===== config.mk =====
export PLATFORM = sky130hd
export DESIGN_NAME = ascii85_decoder_unit
export DESIGN_NICKNAME = d
export VERILOG_FILES = /design/src/a85_pkg.sv /design/src/a85_front.sv /design/src/a85_queue.sv /design/src/a85_back.sv /design/src/ascii85_decoder_unit.sv
export SDC_FILE = /design/constraint.sdc
export NUM_CORES = 1
export LEC_CHECK = 0
export ABC_AREA = 1
export BUFFER_PORTS_ARGS = -buffer_cell sky130_fd_sc_hd__clkbuf_2
export CAP_MARGIN = 20
export CORE_MARGIN = 8
export CORE_UTILIZATION = 60
export DETAILED_ROUTE_END_ITERATION = 10
export GPL_ROUTABILITY_DRIVEN = 0
export PLACE_DENSITY = 0.77
export SLEW_MARGIN = 15
export SYNTH_ARGS = -nofsm -noshare
export SYNTH_HDL_FRONTEND = slang
export SYNTH_SLANG_ARGS = --single-unit
export TNS_END_PERCENT = 5

===== constraint.sdc =====
create_clock -name clk -period 16.56 [get_ports clk]
set_clock_uncertainty 0.1 [all_clocks]
set_input_delay 2.484 -clock clk [delete_from_list [all_inputs] [get_ports clk]]
set_output_delay 2.484 -clock clk [all_outputs]
set_load 0.005 [all_outputs]

===== src/a85_pkg.sv =====
// Shared types, codes and constants for the ASCII85 decoder.
// No dependencies; every other file of the block imports this package.
package a85_pkg;

  localparam int QDEPTH = 2;
  localparam int QPTR_W = 1;

  localparam logic [7:0] CH_ZERO_GROUP = 8'h7A;  // 'z'
  localparam logic [7:0] CH_DIGIT_LOW  = 8'h21;  // '!'
  localparam logic [7:0] CH_DIGIT_HIGH = 8'h75;  // 'u'
  localparam logic [7:0] CH_SPACE      = 8'h20;
  localparam logic [7:0] CH_TAB        = 8'h09;
  localparam logic [7:0] CH_LF         = 8'h0A;
  localparam logic [7:0] CH_CR         = 8'h0D;

  localparam logic [2:0] GROUP_DIGITS  = 3'd5;
  localparam logic [2:0] GROUP_BYTES   = 3'd4;
  localparam logic [19:0] RADIX        = 20'd85;

  typedef enum logic [2:0] {
    KIND_BYTE       = 3'd0,
    KIND_DONE       = 3'd1,
    KIND_Z_IN_GROUP = 3'd2,
    KIND_BAD_CHAR   = 3'd3,
    KIND_INCOMPLETE = 3'd4
  } kind_t;

  typedef enum logic {
    OP_CHAR = 1'b0,
    OP_END  = 1'b1
  } op_t;

  typedef struct packed {
    logic       op;
    logic [7:0] char_code;
  } in_item_t;

  typedef struct packed {
    logic [7:0] data_byte;
    kind_t      kind;
    logic       last;
  } out_item_t;

  // One queued job: up to four bytes of word, then an optional closing result.
  typedef struct packed {
    logic [31:0] word;
    logic [2:0]  num_bytes;
    logic        has_tail;
    kind_t       tail_kind;
  } job_t;

  // 85^k for padding k missing digits with 'u' (k = 1 to 3; 1 otherwise).
  function automatic logic [19:0] pow85(input logic [2:0] k);
    logic [19:0] p;
    case (k)
      3'd1:    p = 20'd85;
      3'd2:    p = 20'd7225;
      3'd3:    p = 20'd614125;
      default: p = 20'd1;
    endcase
    return p;
  endfunction

endpackage


===== src/a85_front.sv =====
// Front end: accepts characters, keeps the base-85 group state and
// builds one job per item that yields results. Uses a85_pkg.
module a85_front
  import a85_pkg::*;
(
  input  logic     clk,
  input  logic     rst_n,
  input  logic     in_valid,
  output logic     in_ready,
  input  in_item_t in_data,
  input  logic     q_full,
  output logic     q_push,
  output job_t     q_job
);

  logic [31:0] val_r, val_nxt;
  logic [2:0]  cnt_r, cnt_nxt;
  logic        failed_r, failed_nxt;

  logic        accept;
  logic        is_ws;
  logic [7:0]  c;
  logic [6:0]  digit;
  logic [19:0] mul_k;
  logic [31:0] addend;
  logic [51:0] prod_w;
  logic [31:0] prod;

  assign in_ready = !q_full;
  assign accept   = in_valid && in_ready;
  assign c        = in_data.char_code;
  assign is_ws    = (c == CH_SPACE) || (c == CH_TAB) || (c == CH_LF) || (c == CH_CR);
  assign digit    = 7'(c - CH_DIGIT_LOW);

  // One multiply-add: a digit step, or padding the group with 'u' digits at end.
  always_comb begin
    if (in_data.op == OP_END) begin
      mul_k  = pow85(GROUP_DIGITS - cnt_r);
      addend = 32'(mul_k) - 32'd1;
    end else begin
      mul_k  = RADIX;
      addend = {25'd0, digit};
    end
  end

  assign prod_w = val_r * mul_k;
  assign prod   = prod_w[31:0] + addend;

  always_comb begin
    val_nxt    = val_r;
    cnt_nxt    = cnt_r;
    failed_nxt = failed_r;
    q_push     = 1'b0;
    q_job      = '0;
    q_job.tail_kind = KIND_DONE;
    if (accept) begin
      if (in_data.op == OP_END) begin
        if (!failed_r) begin
          q_push = 1'b1;
          q_job.word = prod;
          q_job.has_tail = 1'b1;
          if (cnt_r == 3'd1) begin
            q_job.tail_kind = KIND_INCOMPLETE;
          end else if (cnt_r != 3'd0) begin
            q_job.num_bytes = cnt_r - 3'd1;
          end
        end
        val_nxt    = '0;
        cnt_nxt    = '0;
        failed_nxt = 1'b0;
      end else if (!failed_r && !is_ws) begin
        if (c == CH_ZERO_GROUP) begin
          q_push = 1'b1;
          if (cnt_r != 3'd0) begin
            failed_nxt      = 1'b1;
            q_job.has_tail  = 1'b1;
            q_job.tail_kind = KIND_Z_IN_GROUP;
          end else begin
            q_job.num_bytes = GROUP_BYTES;
          end
        end else if (c < CH_DIGIT_LOW || c > CH_DIGIT_HIGH) begin
          q_push          = 1'b1;
          failed_nxt      = 1'b1;
          q_job.has_tail  = 1'b1;
          q_job.tail_kind = KIND_BAD_CHAR;
        end else if (cnt_r == GROUP_DIGITS - 3'd1) begin
          // fifth digit: emit the group and start over
          q_push          = 1'b1;
          q_job.word      = prod;
          q_job.num_bytes = GROUP_BYTES;
          val_nxt         = '0;
          cnt_nxt         = '0;
        end else begin
          val_nxt = prod;
          cnt_nxt = cnt_r + 3'd1;
        end
      end
    end
  end

  always_ff @(posedge clk) begin
    if (!rst_n) begin
      val_r    <= '0;
      cnt_r    <= '0;
      failed_r <= 1'b0;
    end else begin
      val_r    <= val_nxt;
      cnt_r    <= cnt_nxt;
      failed_r <= failed_nxt;
    end
  end

endmodule


===== src/a85_queue.sv =====
// Two-entry job queue between front and back end.
// Uses job_t and queue constants from a85_pkg.
module a85_queue
  import a85_pkg::*;
(
  input  logic clk,
  input  logic rst_n,
  input  logic push,
  input  job_t push_job,
  input  logic pop,
  output logic full,
  output logic head_valid,
  output job_t head_job
);

  job_t mem_r [QDEPTH];
  logic [QPTR_W-1:0] wr_ptr_r, wr_ptr_nxt;
  logic [QPTR_W-1:0] rd_ptr_r, rd_ptr_nxt;
  logic [QPTR_W:0]   cnt_r, cnt_nxt;
  logic do_push, do_pop;

  assign full       = (cnt_r == (QPTR_W+1)'(QDEPTH));
  assign head_valid = (cnt_r != '0);
  assign head_job   = mem_r[rd_ptr_r];
  assign do_push    = push && !full;
  assign do_pop     = pop && head_valid;

  always_comb begin
    wr_ptr_nxt = do_push ? wr_ptr_r + 1'b1 : wr_ptr_r;
    rd_ptr_nxt = do_pop ? rd_ptr_r + 1'b1 : rd_ptr_r;
    cnt_nxt    = cnt_r;
    if (do_push && !do_pop) begin
      cnt_nxt = cnt_r + 1'b1;
    end else if (do_pop && !do_push) begin
      cnt_nxt = cnt_r - 1'b1;
    end
  end

  always_ff @(posedge clk) begin
    if (do_push) begin
      mem_r[wr_ptr_r] <= push_job;
    end
  end

  always_ff @(posedge clk) begin
    if (!rst_n) begin
      wr_ptr_r <= '0;
      rd_ptr_r <= '0;
      cnt_r    <= '0;
    end else begin
      wr_ptr_r <= wr_ptr_nxt;
      rd_ptr_r <= rd_ptr_nxt;
      cnt_r    <= cnt_nxt;
    end
  end

endmodule


===== src/a85_back.sv =====
// Back end: registers the head job's results one per cycle unless stalled.
// Uses job_t, out_item_t and kind codes from a85_pkg.
module a85_back
  import a85_pkg::*;
(
  input  logic      clk,
  input  logic      rst_n,
  input  logic      head_valid,
  input  job_t      head_job,
  output logic      pop,
  output logic      out_valid,
  input  logic      out_ready,
  output out_item_t out_data
);

  logic      out_valid_r, out_valid_nxt;
  out_item_t out_data_r, out_data_nxt;
  logic [1:0] idx_r, idx_nxt;
  logic [2:0] total;
  logic       load;
  logic       is_last;
  logic [7:0] sel_byte;

  assign total   = head_job.num_bytes + {2'd0, head_job.has_tail};
  assign is_last = ({1'b0, idx_r} + 3'd1 == total);
  assign load    = head_valid && (!out_valid_r || out_ready);
  assign pop     = load && is_last;

  always_comb begin
    case (idx_r)
      2'd0:    sel_byte = head_job.word[31:24];
      2'd1:    sel_byte = head_job.word[23:16];
      2'd2:    sel_byte = head_job.word[15:8];
      default: sel_byte = head_job.word[7:0];
    endcase
  end

  always_comb begin
    out_data_nxt  = out_data_r;
    idx_nxt       = idx_r;
    out_valid_nxt = out_ready ? 1'b0 : out_valid_r;
    if (load) begin
      out_valid_nxt = 1'b1;
      if ({1'b0, idx_r} < head_job.num_bytes) begin
        out_data_nxt.data_byte = sel_byte;
        out_data_nxt.kind      = KIND_BYTE;
      end else begin
        out_data_nxt.data_byte = '0;
        out_data_nxt.kind      = head_job.tail_kind;
      end
      out_data_nxt.last = is_last;
      // advance within the job, or drop back to the first result
      idx_nxt = is_last ? 2'd0 : idx_r + 2'd1;
    end
  end

  always_ff @(posedge clk) begin
    out_data_r <= out_data_nxt;
  end

  always_ff @(posedge clk) begin
    if (!rst_n) begin
      out_valid_r <= 1'b0;
      idx_r       <= '0;
    end else begin
      out_valid_r <= out_valid_nxt;
      idx_r       <= idx_nxt;
    end
  end

  assign out_valid = out_valid_r;
  assign out_data  = out_data_r;

endmodule


===== src/ascii85_decoder_unit.sv =====
// ASCII85 decoder top level: front end, job queue and back end.
// Uses a85_pkg, a85_front, a85_queue and a85_back.
//
// Usage:
//   Input channel (in_valid/in_ready/in_data) carries one character per
//   transaction, or an end-of-stream marker (op = 1). Output channel
//   (out_valid/out_ready/out_data) carries one result per transaction:
//   a decoded byte, a done marker or an error code, with last set on the
//   final result of each input transaction that yields any.
//   With the back end idle, an accepted character's job is registered in
//   the queue and then in the output register before out_valid rises.
//   Throughput: one character per cycle while the queue is not full; the
//   output side gives one result per cycle while the receiver takes them,
//   so a group that yields four bytes occupies the back end while the
//   two-entry queue absorbs the following characters. The front end
//   handles each character with a single multiply-add by 85.
//   Reset (rst_n low, synchronous) clears the group, the error flag, the
//   queue and the output valid flag.
//   When the receiver stalls, the result holds in the output register,
//   the queue fills, and in_ready drops once it holds two jobs.
module ascii85_decoder_unit
  import a85_pkg::*;
(
  input  logic      clk,
  input  logic      rst_n,
  input  logic      in_valid,
  output logic      in_ready,
  input  in_item_t  in_data,
  output logic      out_valid,
  input  logic      out_ready,
  output out_item_t out_data
);

  logic q_full;
  logic q_push;
  job_t q_job;
  logic q_pop;
  logic q_head_valid;
  job_t q_head_job;

  a85_front u_front (
    .clk      (clk),
    .rst_n    (rst_n),
    .in_valid (in_valid),
    .in_ready (in_ready),
    .in_data  (in_data),
    .q_full   (q_full),
    .q_push   (q_push),
    .q_job    (q_job)
  );

  a85_queue u_queue (
    .clk        (clk),
    .rst_n      (rst_n),
    .push       (q_push),
    .push_job   (q_job),
    .pop        (q_pop),
    .full       (q_full),
    .head_valid (q_head_valid),
    .head_job   (q_head_job)
  );

  a85_back u_back (
    .clk        (clk),
    .rst_n      (rst_n),
    .head_valid (q_head_valid),
    .head_job   (q_head_job),
    .pop        (q_pop),
    .out_valid  (out_valid),
    .out_ready  (out_ready),
    .out_data   (out_data)
  );

endmodule


* After elaboration in Yosys (flattened, before gate mapping) *
Memory sizes are Yosys's and may differ from the RTL's. A register that Yosys moved wholly into a read port is not among the register bits.
Cells that the tools add are included.

operators by class
  add/sub/neg operators = 13
  multiply operators = 1
  divide/modulo/power cells = 0
  $lt $le $gt $ge = 3
  eq/ne operators = 17
  shift-type cells = 0
  mux-type cells = 50
  bitwise operators = 0
  reductions and logical operators = 28

operator list
  operator                 number
  $mux W32                 7
  $mux W39                 4
  $mux W35                 2
  $pmux W20 S3             1
  $mux W20                 2
  $add A32 B32 Y32         1
  $mul A32 B20 Y32         1
  $mux W3                  9
  $eq A8 B4 Y1 const B     3
  $pmux W8 S3              1
  $sub A20 B1 Y21 const B  1
  $mux W1                  18
  $eq A8 B6 Y1 const B     1
  $eq A8 B7 Y1 const B     1
  $gt A8 B7 Y1 const B     1
  $logic_and A1 B1 Y1      8
  $lt A8 B6 Y1 const B     1
  $mux W4                  2
  $reduce_and A4 Y1        2
  $reduce_bool A2 Y1       4
  $mux W7                  1
  $sub A7 B6 Y7 const B    1
  $eq A3 B1 Y1 const B     2
  $eq A3 B2 Y1 const B     2
  20 further kinds         36

word-level totals
  flip-flop bits (word level) = 55
  bits in latches = 0
  RAM bits = 78
  bits in read-only memories = 0
  input port bits = 13
  word-level logic and storage cells = 124
  memories kept = 1

memory list
  memory         depth  bits a word  read ports  clocked after memory_dff  write ports  RTL line         source
  u_queue.mem_r  2      39           1           1                         1            a85_queue.sv:16  job_t mem_r [QDEPTH];

* Longest topological paths before layout *
  depth after elaboration = 14
  mapped depth = 36
  mapped depth without buffers = 35

* Hierarchy *
A second synthesis with hierarchy kept.

second synthesis, totals
  cells, all modules = 1,952
  area, all modules = 17,351.6 um^2

modules (own cells, without submodules)
  module     times used  cells each  area each (um^2)  sequential area each (um^2)
  a85_front  1           1,655       13,213.9          720.7
  a85_queue  1           158         3,105.5           2,442.3
  a85_back   1           139         1,032.2           420.4

* Least setup slack after synthesis *
OpenSTA, ideal clock, no wires.

  path type = in2reg
  from = input in_data[8] (netlist bit)
  to = memory u_queue.mem_r[0][30] (netlist bit), data pin
  library setup time = 0.259 ns
  arrival = 8.505 ns
  setup slack = 7.695 ns
  cell stages on the path = 31
  buffers on the path = 2
  path through = buf_4 -> inv_2 -> a21oi_2 -> nand2_1 -> clkbuf_1 -> nand2_1 -> fa_1 -> inv_1 -> fa_1 -> inv_1 -> fa_1 -> inv_1 -> fa_1 -> inv_1 -> fa_1 -> inv_1 -> fa_1 -> inv_1 -> fa_1 -> inv_1 -> ha_1 -> a21o_1 -> a21oi_1 -> a21boi_0 -> nand2_1 -> a21oi_1 -> inv_1 -> nand2_1 -> nand3b_1 -> nand2_1 -> nor2_1

RTL lines
  item         RTL line                    source
  from (decl)  ascii85_decoder_unit.sv:28  input in_item_t in_data,
  to (decl)    a85_queue.sv:16

==> metrics.md <==
| Metric | Value |
|---|---|
| Netlist Area Pre-Place | `0.0171 mm^2` |
| Clock-pin slew on the worst setup and hold paths | `0.06 ns` |
| Post-Place Setup Slack | `6.48 ns` |
| IO buf count | `26` |
| WL final | `43.9 mm` |
| Nets | `approximately 2500` |
| GRT Util Overall | `26.9%` |
| Resize count post-CTS | `0` |
| #FFs+latches synth | `134` |
| Setup ws final | `6.71 ns` |
| Max Cap Viol | `0` |
| Ys Warns | `0` |
| Worst-Skew Late Latency | `between 0.4 and 0.5 ns` |
| FFs w/ async S/R, synth | `0%` |
| Vias | `approximately 13000` |
| Final Hold Vio Count | `0` |
| Buf+Inv Stages, Crit Path | `6` |
| Critical Path Source Type | `primary input` |
| Crit path kind | `in2reg` |
| Cts hold-fix bufs | `0` |
| Initial Utilization | `60.3%` |
| Worst IR Drop VDD | `0.0613 mV` |
| Core Rows | `62` |
| CP max stage cell | `inv_1` |
| Crit-path max cell delay | `0.83 ns` |
| Total grt overflow | `0` |
| DR pass1 iterations | `6` |
| Die width | `185 um` |
| Mapped Cells | `1980` |
| Syn avg cell area | `8.65 um^2` |
| Wire per inst | `18.3 um` |
| RSZ-0062 raised after global routing | `false` |
| Die ar. | `0.0342 mm^2` |
| Status | `finished, final reports clean` |
| Root Buffer | `clkbuf_16` |
| I/O pin cnt | `27` |
| DIE HEIGHT | `between 150 and 200 um` |
| Most frequent CP cell | `fa_1` |
| EDFF count, synth | `90` |
| Fin crit share | `roughly three fifths` |
| CTS max path bufs | `2` |
| Routed length on met3 | `roughly 3.5 mm` |
| Largest net degree at the start of global routing | `36` |
| WL met2 | `20.9 mm` |
| Pwr Total | `1.30 mW` |
| CTS tree | `done` |
| First-pass GRT wire length | `between 70 and 80 mm` |
| Cts bufs inserted | `17` |
| Worst slew pin tran | `around 1.0 ns` |
| Critical Path Fanout Max | `17` |
| Post-CTS setup buffers | `0` |
| Routed met1 length | `17.6 mm` |
| CTS sink cnt | `134` |
| WP data required | `~17 ns` |
| Min-delay worst type | `reg2reg` |
| CP arrival | `9.91 ns` |
| Final min period | `9.85 ns` |
| Cell leakage power | `8.90 nW` |
| Final HPWL from detailed placement | `35.8 mm` |
| Initial antenna violation count | `0` |
| Setup crit end kind | `flop` |
| Post-Syn Nets | `between 2000 and 2500` |
| Layout cell share with drive strength beyond 1 | `5.08%` |
| TNS Setup | `0 ns` |
| Register area share after synthesis | `20.9%` |
| Final ANT Viol Nets | `0` |
| DR top layer | `met4` |
| Ys flop type | `edfxtp_1` |
| Cell Pwr Density | `71.4 mW/mm^2` |
| Rel. slew slack | `30.9%` |
| # setup viols final | `0` |
| Iteration-0 DRC Markers | `roughly 1400` |
| Hold_ws | `0.379 ns` |
| # diodes | `0` |
| H-tree levels | `4` |
| Yosys cell types | `48` |
| DRC Markers | `0` |
| # fillers | `about 2300` |
| Via density | `5.53` |
| Fin. max-slew vios | `0` |
| Vias in the first global route | `between 10000 and 15000` |
| Area Growth Syn to Fin | `6.62%` |
| Placeable Area | `~0.028 mm^2` |
| Critical path's top delay family | `adder cells` |
| FMAX | `slightly above 100 MHz` |
## state kept, by name (all words and copies together) (netlist names), 2 cells and up, named ones only
register         cells
u_queue.cnt_r        2
u_front.cnt_r        3
u_back.idx_r         2
u_queue.mem_r       78
u_back.out_data     12
u_front.val_r       32
## worst min-delay path: stages, from the launching register on
cell	delay, ns
dfxtp_1	0.31
nand2_1	0.06
a21oi_1	0.06
## power by group
group,internal (mW),switching (mW)
clock network,0.235,0.146
logic,0.148,0.312
registers,0.432,0.0321
total,0.815,0.490
## final cells by class
type	count	area, um^2	share of cell area, %
Clock buffer	22	475	2.60
Clock inverter	10	119	0.651
Inverter	569	2140	11.7
Multi-Input combinational cell	1241	11300	61.7
Sequential cell	134	3580	19.6
Tap cell	384	480	2.63
Timing Repair Buffer	33	208	1.14
## metrics by stage
| step | cells | util, % | area [um^2] |
|---|---|---|---|
| after floorplan | 1980 | - | 17100 |
| after CTS | 2393 | 64.3 | 18300 |
| after global placement | 2359 | 62.1 | 17600 |
| final | 2393 | 64.3 | 18300 |
| after detailed placement | 2361 | 62.2 | 17700 |
| after global routing | 2393 | 64.3 | 18300 |
## cell usage in the layout (no fill, tap or decap), types with 3 or more instances in the layout
master and instances:
o21a_1 3, a211oi_1 6, o21ai_0 35, o22ai_1 3
a21oi_2 6, a21oi_1 99, a31oi_1 4, nand3b_1 8
dfxtp_1 44, nor2_1 184, clkbuf_2 26, ha_1 195
or2_2 5, buf_4 5, o21ai_1 6, fa_1 255
nand4_1 8, xnor2_1 10, nor2_4 4, clkbuf_1 3
o21bai_1 3, inv_1 557, xor2_1 17, inv_2 12
nand3_1 66, a211oi_2 3, edfxtp_1 90, clkbuf_16 18
nor4_1 3, or2_1 3, a21o_1 4, clkinvlp_4 3
nor2_2 4, nor3_1 12, nand2_1 276
## metal layers
metal  vias up  track usage [%]
li1       6026                -
met1      6453             35.0
met2       620             44.2
met3       139             4.32
met4         0             11.5
met5         -                0
## worst paths after layout
path | depth (start not counted) | from | slack (ns) | endpoint
setup / recovery | 26 | in_data[8] | 6.71 | u_queue.mem_r[1][34]
hold / removal | 2 | u_front.val_r[20] | 0.38 | u_front.val_r[20]
setup reg to reg | 27 | u_front.cnt_r[2] | 8.29 | u_queue.mem_r[1][34]
hold reg to reg | 2 | u_front.val_r[20] | 0.38 | u_front.val_r[20]
## cells by family (layout without fill, tap and decap cells)
logic type,Yosys count,count (layout),share of synthesized area [%]
buffers and inverters,605,634,13.4
AND/OR/NAND/NOR,579,579,14.0
adder cells (fa/ha/maj),450,450,44.0
AO/OA/AOI/OAI,185,185,6.23
flip-flops,134,134,20.9
XOR/XNOR,27,27,1.38
## Yosys cell counts, types with 5 or more instances
cell type	number	area share, %
edfxtp_1	90	16
ha_1	195	14
xnor2_1	10	0.51
a21oi_2	6	0.31
dfxtp_1	44	5.1
buf_2	8	0.23
clkbuf_1	20	0.44
nor3_1	12	0.35
buf_4	5	0.22
o21ai_1	6	0.18
inv_2	12	0.26
nand2_1	276	6.0
fa_1	255	30
xor2_1	17	0.87
inv_1	557	12
o21ai_0	35	1.0
or2_2	5	0.18
nand4_1	8	0.29
a21oi_1	99	2.9
nor2_1	186	4.1
nand3b_1	8	0.35
nand3_1	66	1.9
a211oi_1	6	0.26
Note: power is estimated with default switching activity, not from simulation.
